--- src/hw/rtl/touch_average_and_calibrate_core_defines.svh ---
// Assertion macros shared by the touch averaging block.
`ifndef TOUCH_AVERAGE_AND_CALIBRATE_CORE_DEFINES_SVH
`define TOUCH_AVERAGE_AND_CALIBRATE_CORE_DEFINES_SVH

// Same-cycle implication, disabled while in reset.
`define TAC_ASSERT_NOW(label, ante, cons, msg) \
    label: assert property (@(posedge clk) disable iff (!rst_n) (ante) |-> (cons)) \
        else $error(msg);

// Next-cycle implication, disabled while in reset.
`define TAC_ASSERT_NEXT(label, ante, cons, msg) \
    label: assert property (@(posedge clk) disable iff (!rst_n) (ante) |=> (cons)) \
        else $error(msg);

`endif

--- src/hw/rtl/tac_pkg.sv ---
package tac_pkg;

    localparam int CONV_W = 12;
    localparam int SUM_W  = 16;
    localparam int POS_W  = 16;
    localparam int CFG_W  = 32;
    localparam int IDX_W  = 3;
    localparam int FRAC_W = 16;

    localparam logic [CONV_W-1:0] FULL_SCALE = 12'd4095;

    // register indexes
    localparam logic [IDX_W-1:0] REG_ORIENTATION = 3'd0;
    localparam logic [IDX_W-1:0] REG_SCALE_X     = 3'd1;
    localparam logic [IDX_W-1:0] REG_SCALE_Y     = 3'd2;
    localparam logic [IDX_W-1:0] REG_BIAS_X      = 3'd3;
    localparam logic [IDX_W-1:0] REG_BIAS_Y      = 3'd4;

    // orientation codes
    localparam logic [2:0] ORIENT_INV_X     = 3'd1;
    localparam logic [2:0] ORIENT_SWAP_INV  = 3'd2;
    localparam logic [2:0] ORIENT_INV_Y     = 3'd3;
    localparam logic [2:0] ORIENT_SWAP      = 3'd4;

    localparam logic signed [CFG_W-1:0] SCALE_ONE = 32'sd65536;

    typedef struct packed {
        logic take;    // item accepted this cycle
        logic last;    // item at the last run position; closes the run if taken
        logic adv;     // pipeline moves this cycle
    } lane_ctl_t;

    typedef struct packed {
        logic [CONV_W-1:0]       mean;
        logic signed [POS_W-1:0] pos;
    } lane_res_t;

endpackage

--- src/hw/rtl/touch_average_and_calibrate_core.sv ---
// Touch averaging and calibration core. Each item is one pair of 12-bit
// conversions; it is mapped to screen axes by the orientation register and
// added into per-axis sums. Every SAMPLES_PER_POINT items the block emits one
// result: per axis the mean floor(sum/N) and the Q15.16 position
// scale*mean+bias, truncated toward zero and saturated to 16 bits. One item
// is taken every cycle; the closing sum is registered, divided, multiplied,
// then biased and saturated into the output register, and input stalls only
// while a finished result waits in the output register.
// Registers are written through the cfg port, always ready; the user writes
// them only while the core is idle, which the block itself does not enforce;
// index 0 orientation, 1/2 scale x/y, 3/4 bias x/y.
module touch_average_and_calibrate_core
    import tac_pkg::*;
#(
    parameter int SAMPLES_PER_POINT = 10
) (
    input  logic                    clk,
    input  logic                    rst_n,
    input  logic                    in_valid,
    output logic                    in_ready,
    input  logic [CONV_W-1:0]       conv_x,
    input  logic [CONV_W-1:0]       conv_y,
    output logic                    out_valid,
    input  logic                    out_ready,
    output logic [CONV_W-1:0]       mean_x,
    output logic [CONV_W-1:0]       mean_y,
    output logic signed [POS_W-1:0] pos_x,
    output logic signed [POS_W-1:0] pos_y,
    input  logic                    cfg_valid,
    output logic                    cfg_ready,
    input  logic [IDX_W-1:0]        cfg_index,
    input  logic [CFG_W-1:0]        cfg_data
);

`include "touch_average_and_calibrate_core_defines.svh"

    localparam int CNT_W = $clog2(SAMPLES_PER_POINT + 1);
    localparam logic [CNT_W-1:0] LAST_CNT = CNT_W'(SAMPLES_PER_POINT - 1);

    logic [2:0]              orientation_reg;
    logic signed [CFG_W-1:0] scale_x_reg, scale_y_reg, bias_x_reg, bias_y_reg;
    logic [CNT_W-1:0]        count_reg;
    logic                    v1_reg, v2_reg, v3_reg;
    logic                    advance, accept, last;
    logic [CONV_W-1:0]       map_x, map_y;
    lane_ctl_t               ctl;
    lane_res_t               res_x, res_y;

    assign cfg_ready = 1'b1;

    always_ff @(posedge clk or negedge rst_n)
    begin
        if (!rst_n)
        begin
            orientation_reg <= ORIENT_INV_X;
            scale_x_reg     <= SCALE_ONE;
            scale_y_reg     <= SCALE_ONE;
            bias_x_reg      <= '0;
            bias_y_reg      <= '0;
        end
        else if (cfg_valid && cfg_ready)
        begin
            case (cfg_index)
                REG_ORIENTATION: orientation_reg <= cfg_data[2:0];
                REG_SCALE_X:     scale_x_reg     <= $signed(cfg_data);
                REG_SCALE_Y:     scale_y_reg     <= $signed(cfg_data);
                REG_BIAS_X:      bias_x_reg      <= $signed(cfg_data);
                REG_BIAS_Y:      bias_y_reg      <= $signed(cfg_data);
                default:         ;
            endcase
        end
    end

    // axis mapping; undefined codes pass the pair through
    always_comb
    begin
        case (orientation_reg)
            ORIENT_INV_X:
            begin
                map_x = FULL_SCALE - conv_x;
                map_y = conv_y;
            end
            ORIENT_SWAP_INV:
            begin
                map_x = FULL_SCALE - conv_y;
                map_y = FULL_SCALE - conv_x;
            end
            ORIENT_INV_Y:
            begin
                map_x = conv_x;
                map_y = FULL_SCALE - conv_y;
            end
            ORIENT_SWAP:
            begin
                map_x = conv_y;
                map_y = conv_x;
            end
            default:
            begin
                map_x = conv_x;
                map_y = conv_y;
            end
        endcase
    end

    assign in_ready = advance;
    assign accept   = in_valid && in_ready;
    assign last     = (count_reg == LAST_CNT);

    assign ctl.take = accept;
    assign ctl.last = last;
    assign ctl.adv  = advance;

    always_ff @(posedge clk or negedge rst_n)
    begin
        if (!rst_n)
        begin
            count_reg <= '0;
            v1_reg    <= 1'b0;
            v2_reg    <= 1'b0;
            v3_reg    <= 1'b0;
        end
        else
        begin
            if (accept)
            begin
                count_reg <= last ? '0 : count_reg + 1'b1;
            end
            if (advance)
            begin
                v1_reg <= accept && last;
                v2_reg <= v1_reg;
                v3_reg <= v2_reg;
            end
        end
    end

    tac_lane #(
        .SAMPLES_PER_POINT(SAMPLES_PER_POINT)
    ) u_lane_x (
        .clk    (clk),
        .rst_n  (rst_n),
        .ctl    (ctl),
        .sample (map_x),
        .scale  (scale_x_reg),
        .bias   (bias_x_reg),
        .res    (res_x)
    );

    tac_lane #(
        .SAMPLES_PER_POINT(SAMPLES_PER_POINT)
    ) u_lane_y (
        .clk    (clk),
        .rst_n  (rst_n),
        .ctl    (ctl),
        .sample (map_y),
        .scale  (scale_y_reg),
        .bias   (bias_y_reg),
        .res    (res_y)
    );

    tac_merge u_merge (
        .clk       (clk),
        .rst_n     (rst_n),
        .res_valid (v3_reg),
        .res_x     (res_x),
        .res_y     (res_y),
        .advance   (advance),
        .out_valid (out_valid),
        .out_ready (out_ready),
        .mean_x    (mean_x),
        .mean_y    (mean_y),
        .pos_x     (pos_x),
        .pos_y     (pos_y)
    );

    `TAC_ASSERT_NOW(a_count_range, 1'b1, count_reg <= LAST_CNT, "sample count past run length")
    `TAC_ASSERT_NEXT(a_run_close, accept && last, v1_reg && count_reg == '0,
        "closing item did not start a result")
    `TAC_ASSERT_NEXT(a_count_step, accept && !last, count_reg == $past(count_reg) + 1'b1,
        "sample count did not advance")
    `TAC_ASSERT_NOW(a_out_source, $rose(out_valid), $past(v3_reg), "result without pipeline item")

endmodule

--- src/hw/rtl/tac_lane.sv ---
module tac_lane
    import tac_pkg::*;
#(
    parameter int SAMPLES_PER_POINT = 10
) (
    input  logic                    clk,
    input  logic                    rst_n,
    input  lane_ctl_t               ctl,
    input  logic [CONV_W-1:0]       sample,
    input  logic signed [CFG_W-1:0] scale,
    input  logic signed [CFG_W-1:0] bias,
    output lane_res_t               res
);

    // floor(sum / N) as (sum * ceil(2^21 / N)) >> 21, exact for 16-bit sums, N <= 16
    localparam int RECIP_SHIFT = 21;
    localparam int RECIP_W     = RECIP_SHIFT + 1;
    localparam logic [RECIP_W-1:0] RECIP =
        RECIP_W'((2**RECIP_SHIFT + SAMPLES_PER_POINT - 1) / SAMPLES_PER_POINT);
    localparam int DIV_W  = SUM_W + RECIP_W;
    localparam int PROD_W = CFG_W + CONV_W + 1;
    localparam int ACC_W  = PROD_W + 1;
    localparam int Q_W    = ACC_W - FRAC_W;

    logic [SUM_W-1:0]         sum_reg, sum_next;
    logic [SUM_W-1:0]         s1_sum_reg;
    logic [CONV_W-1:0]        s2_mean_reg;
    logic [CONV_W-1:0]        s3_mean_reg;
    logic signed [PROD_W-1:0] s3_prod_reg;
    logic [DIV_W-1:0]         div_prod;
    logic signed [ACC_W-1:0]  acc;
    logic signed [Q_W-1:0]    q;
    logic signed [POS_W-1:0]  pos;

    assign sum_next = sum_reg + SUM_W'(sample);

    always_ff @(posedge clk or negedge rst_n)
    begin
        if (!rst_n)
        begin
            sum_reg <= '0;
        end
        else if (ctl.take)
        begin
            sum_reg <= ctl.last ? '0 : sum_next;
        end
    end

    assign div_prod = s1_sum_reg * RECIP;

    always_ff @(posedge clk)
    begin
        if (ctl.adv)
        begin
            s1_sum_reg  <= sum_next;
            s2_mean_reg <= div_prod[RECIP_SHIFT +: CONV_W];
            s3_mean_reg <= s2_mean_reg;
            s3_prod_reg <= scale * $signed({1'b0, s2_mean_reg});
        end
    end

    // truncate toward zero: arithmetic shift, plus one for negatives with a fraction
    always_comb
    begin
        acc = ACC_W'(s3_prod_reg) + ACC_W'(bias);
        q   = acc[ACC_W-1:FRAC_W] + Q_W'(acc[ACC_W-1] && (|acc[FRAC_W-1:0]));
        if (q > Q_W'(32767))
        begin
            pos = 16'sh7FFF;
        end
        else if (q < -Q_W'(32768))
        begin
            pos = 16'sh8000;
        end
        else
        begin
            pos = q[POS_W-1:0];
        end
    end

    assign res.mean = s3_mean_reg;
    assign res.pos  = pos;

endmodule

--- src/hw/rtl/tac_merge.sv ---
module tac_merge
    import tac_pkg::*;
(
    input  logic                    clk,
    input  logic                    rst_n,
    input  logic                    res_valid,
    input  lane_res_t               res_x,
    input  lane_res_t               res_y,
    output logic                    advance,
    output logic                    out_valid,
    input  logic                    out_ready,
    output logic [CONV_W-1:0]       mean_x,
    output logic [CONV_W-1:0]       mean_y,
    output logic signed [POS_W-1:0] pos_x,
    output logic signed [POS_W-1:0] pos_y
);

    logic      valid_reg;
    lane_res_t x_reg;
    lane_res_t y_reg;

    // output register frees up when empty or being taken
    assign advance = !valid_reg || out_ready;

    always_ff @(posedge clk or negedge rst_n)
    begin
        if (!rst_n)
        begin
            valid_reg <= 1'b0;
        end
        else if (advance)
        begin
            valid_reg <= res_valid;
        end
    end

    always_ff @(posedge clk)
    begin
        if (advance)
        begin
            x_reg <= res_x;
            y_reg <= res_y;
        end
    end

    assign out_valid = valid_reg;
    assign mean_x    = x_reg.mean;
    assign mean_y    = y_reg.mean;
    assign pos_x     = x_reg.pos;
    assign pos_y     = y_reg.pos;

endmodule
--- config.mk ---
export PLATFORM = sky130hd
export DESIGN_NAME = touch_average_and_calibrate_core
export DESIGN_NICKNAME = d
export VERILOG_FILES = /design/src/hw/rtl/tac_pkg.sv /design/src/hw/rtl/touch_average_and_calibrate_core.sv /design/src/hw/rtl/tac_lane.sv /design/src/hw/rtl/tac_merge.sv
export VERILOG_INCLUDE_DIRS = /design/src /design/src/hw/rtl
export SDC_FILE = /design/constraint.sdc
export NUM_CORES = 2
export LEC_CHECK = 0
export ABC_AREA = 1
export BUFFER_PORTS_ARGS = -buffer_cell sky130_fd_sc_hd__buf_4
export CORE_UTILIZATION = 58
export CTS_BUF_LIST = sky130_fd_sc_hd__clkbuf_4 sky130_fd_sc_hd__clkbuf_8 sky130_fd_sc_hd__clkbuf_16
export CTS_CLUSTER_SIZE = 14
export DETAILED_ROUTE_END_ITERATION = 10
export PLACE_DENSITY_LB_ADDON = 0.2
export REMOVE_ABC_BUFFERS = 1
export SLEW_MARGIN = 20
export SYNTH_ARGS = -nofsm -noshare
export SYNTH_HDL_FRONTEND = slang
export SYNTH_SLANG_ARGS = --single-unit
export TNS_END_PERCENT = 20
--- constraint.sdc ---
create_clock -name clk -period 7.56 [get_ports clk]
set_input_delay 0.378 -clock clk [delete_from_list [all_inputs] [get_ports clk]]
set_output_delay 0.378 -clock clk [all_outputs]
set_load 0.005 [all_outputs]
==> results.yml <==
timing:
  hold_violations: 0
  maxSlewViolCount: 0
  worst_slew_pin_slew_ns: 1.13
  max_slew_margin: 0.247
  finalCritPeriodShare: 0.864
  fin_skew_ns: 0.0264
  finalSetupViolations: 0
  fmax_mhz: 153
  grt_setup_unrepaired: "false"
  fin_ws_ns: 1.03
  layout_min_cycle_time_ns: 6.53
cells_and_area:
  final_cell_mix: "nand2_1 (2071), inv_1 (1809), fa_1 (842)"
  syn_to_final_growth_pct: 6.73
  final_common_cell: "nand2_1"
  final_core_util: 0.625
  layoutNonFillerInstCount: 8965
  layout-drive-gt1-share: 0.0519
  fill_cells: 9028
  design_area_um2: 63800
  nets: 9024
critical_path:
  path_max_fanout: 19
  endpoint: "u_lane_y.s3_prod_reg[39]$_DFFE_PN_"
  cp-start-kind: "flip-flop"
  crit_type: "flip-flop to flip-flop"
  rrSetupSlack_ns: 1.03
  r2r_cells: 22
  endpoint_kind: "flip-flop"
  cp.required_ns: 7.94
  reg2reg_from: "u_lane_y.s2_mean_reg[1]$_DFFE_PN_"
  cp-startpoint: "u_lane_y.s2_mean_reg[1]$_DFFE_PN_"
  r2r-end: "u_lane_y.s3_prod_reg[39]$_DFFE_PN_"
  worstPathArrival_ns: 6.91
floorplan:
  die_w_um: 323
  die_y_um: 323
  core.rowCount: 117
  io_pins: 123
  start_util: 0.586
  die_area_um2: 104000
  coreArea_um2: 102000
place:
  placed_area_um2: 62000
  dp.cells: 8869
  dp_hpwl_um: 129000
  io_buffers: 121
  globalplace.congestion: 0.947
  pre_cts_slack_ns: 1.06
drt:
  ant_nets: 0
  post-route-drc-count: 0
  drt_first_iter_violations: 3701
  dr.pass1.iters: 10
  vias_per_cell: 5.34
  wirelength_um: 158000
  vias: 47800
  wl_per_cell_um: 17.7
synthesis:
  yosysWarnings: 0
  synth_seq_area_share: 0.185
  ys_ff_latch: 397
  synthCells: 7518
  synth_top_area_share: 0.282
  synth_flop_cell: "edfxtp_1"
  ys_types: 59
  avgSynthCellArea_um2: 7.95
  netlist.top_cell.by_area: "fa_1"
  synth.area.top_cells: "fa_1 (28%), nand2_1 (13%), ha_1 (12%), inv_1 (11%), edfxtp_1 (11%)"
  synth_edf_count: 226
  async_flop_share: 0.431
  syn_area_um2: 59800
grt:
  track_usage: 0.314
  grt_antenna_before_repair: 14
  overflow: 0
  grt_pass1_wl_um: 256000
  grt_pass1_vias: 48400
  grt_max_degree: 122
clock_tree:
  clk_latency_ns: 0.64
  clockBufferDepth: 3
  cts_setup_buffers: 0
  cts_root_buf: "clkbuf_16"
  clk_pin_slew_ns: 0.06
  cts_inserted_buffers: 48
  cts_tree: "done"
  post_cts_resized: 0
  cts.htree.levels: 2
  cts_sinks: 397
min_path:
  hold_class: "primary input to flip-flop"
  hp-start: "out_ready"
run_status:
  status: "complete, no violations"
run:
  max-cap-violations: 0
## cell type report
cell class / instances / area, um^2 / share of cell area
multi-input cells: 5117 / 41200 / 0.645
flip-flops and latches: 397 / 11100 / 0.174
inverters: 1823 / 6850 / 0.107
well taps: 1368 / 1710 / 0.0268
clock buffers: 62 / 1450 / 0.0227
repair buffers: 165 / 1250 / 0.0196
clock inverters: 28 / 283 / 0.00443
diodes: 5 / 12.5 / 0.000196
## what timing repair did
item	CTS	global route
hold buffers	1	0
hold endpoints to repair	58	0
endpoints found under the setup margin	0	0
## per-stage QoR
step                      hold WS (ns)  TNS (ns)
after floorplan                 0.0824    -34.42
after global placement           0.401         0
after detailed placement         0.405         0
after CTS                       0.0800         0
after global routing             0.108         0
final                            0.114         0
## Yosys cell counts, drive strengths merged, types with 2 or more instances
| cell type | number |
|---|---|
| a22o | 24 |
| clkbuf | 176 |
| buf | 5 |
| nand3 | 210 |
| xnor2 | 65 |
| o22ai | 7 |
| o21ai | 273 |
| o31ai | 5 |
| xor2 | 142 |
| nor2 | 365 |
| o2111ai | 14 |
| a21o | 7 |
| o21bai | 16 |
| and2 | 8 |
| fa | 842 |
| o221ai | 6 |
| nor4 | 8 |
| nor3 | 44 |
| o221a | 2 |
| a211oi | 3 |
| o211ai | 16 |
| nand4 | 68 |
| dfrtp | 168 |
| nand2 | 2119 |
| a21oi | 251 |
| o21a | 12 |
| a21boi | 8 |
| nand3b | 7 |
| dfstp | 3 |
| inv | 1820 |
| clkinv | 3 |
| edfxtp | 226 |
| ha | 566 |
| or2 | 4 |
| a31oi | 14 |
## per-layer routing
layer / global-route usage / vias up / share of wire
li1: - / 22800 / -
met3: 0.0772 / 286 / 0.098
met5: 0 / - / 0.00073
met1: 0.437 / 22900 / 0.44
met2: 0.486 / 1787 / 0.44
met4: 0.0917 / 14 / 0.028
## cell families (layout without fill, tap and decap cells)
logic type / Yosys count / after routing / synth area share
flops: 397 / 397 / 0.185
fa+ha+maj: 1408 / 1408 / 0.401
buf+inv: 2004 / 2078 / 0.126
simple gates: 2836 / 2836 / 0.195
other cells: 1 / 6 / 0.0000627
compound gates: 665 / 665 / 0.0625
xor+xnor: 207 / 207 / 0.0306
## critical path, cell delays in order (launching register included)
cell and delay [ns]:
edfxtp_1 0.77, buf_4 0.37, nand2_1 0.11, fa_1 0.56, inv_1 0.05, fa_1 0.47, fa_1 0.50, fa_1 0.56
fa_1 0.41, ha_1 0.38, nand2_1 0.11, nor2_1 0.09, inv_1 0.06, nor3_1 0.27, a21oi_1 0.17, o21bai_1 0.23
a21oi_1 0.14, o21ai_0 0.31, a21oi_1 0.16, o21ai_0 0.29, nand2_1 0.09, nand2_1 0.08, xor2_1 0.07
## how the worst min path moves through the flow
stage                                         endpoint  slack [ns]  cells after the start
after global routing                v2_reg$_DFFE_PN0N_        0.11                      4
after CTS                           v2_reg$_DFFE_PN0N_        0.08                      4
after global placement     u_merge.mean_x[9]$_DFFE_PN_        0.40                      0
after floorplan              bias_x_reg[0]$_DFFE_PN0P_        0.08                      0
after detailed placement  u_merge.mean_y[10]$_DFFE_PN_        0.40                      0
final                               v2_reg$_DFFE_PN0N_        0.11                      4
Power is not shown: default switching activity piles up to over one toggle a cycle in this logic, so the estimate is an artifact.
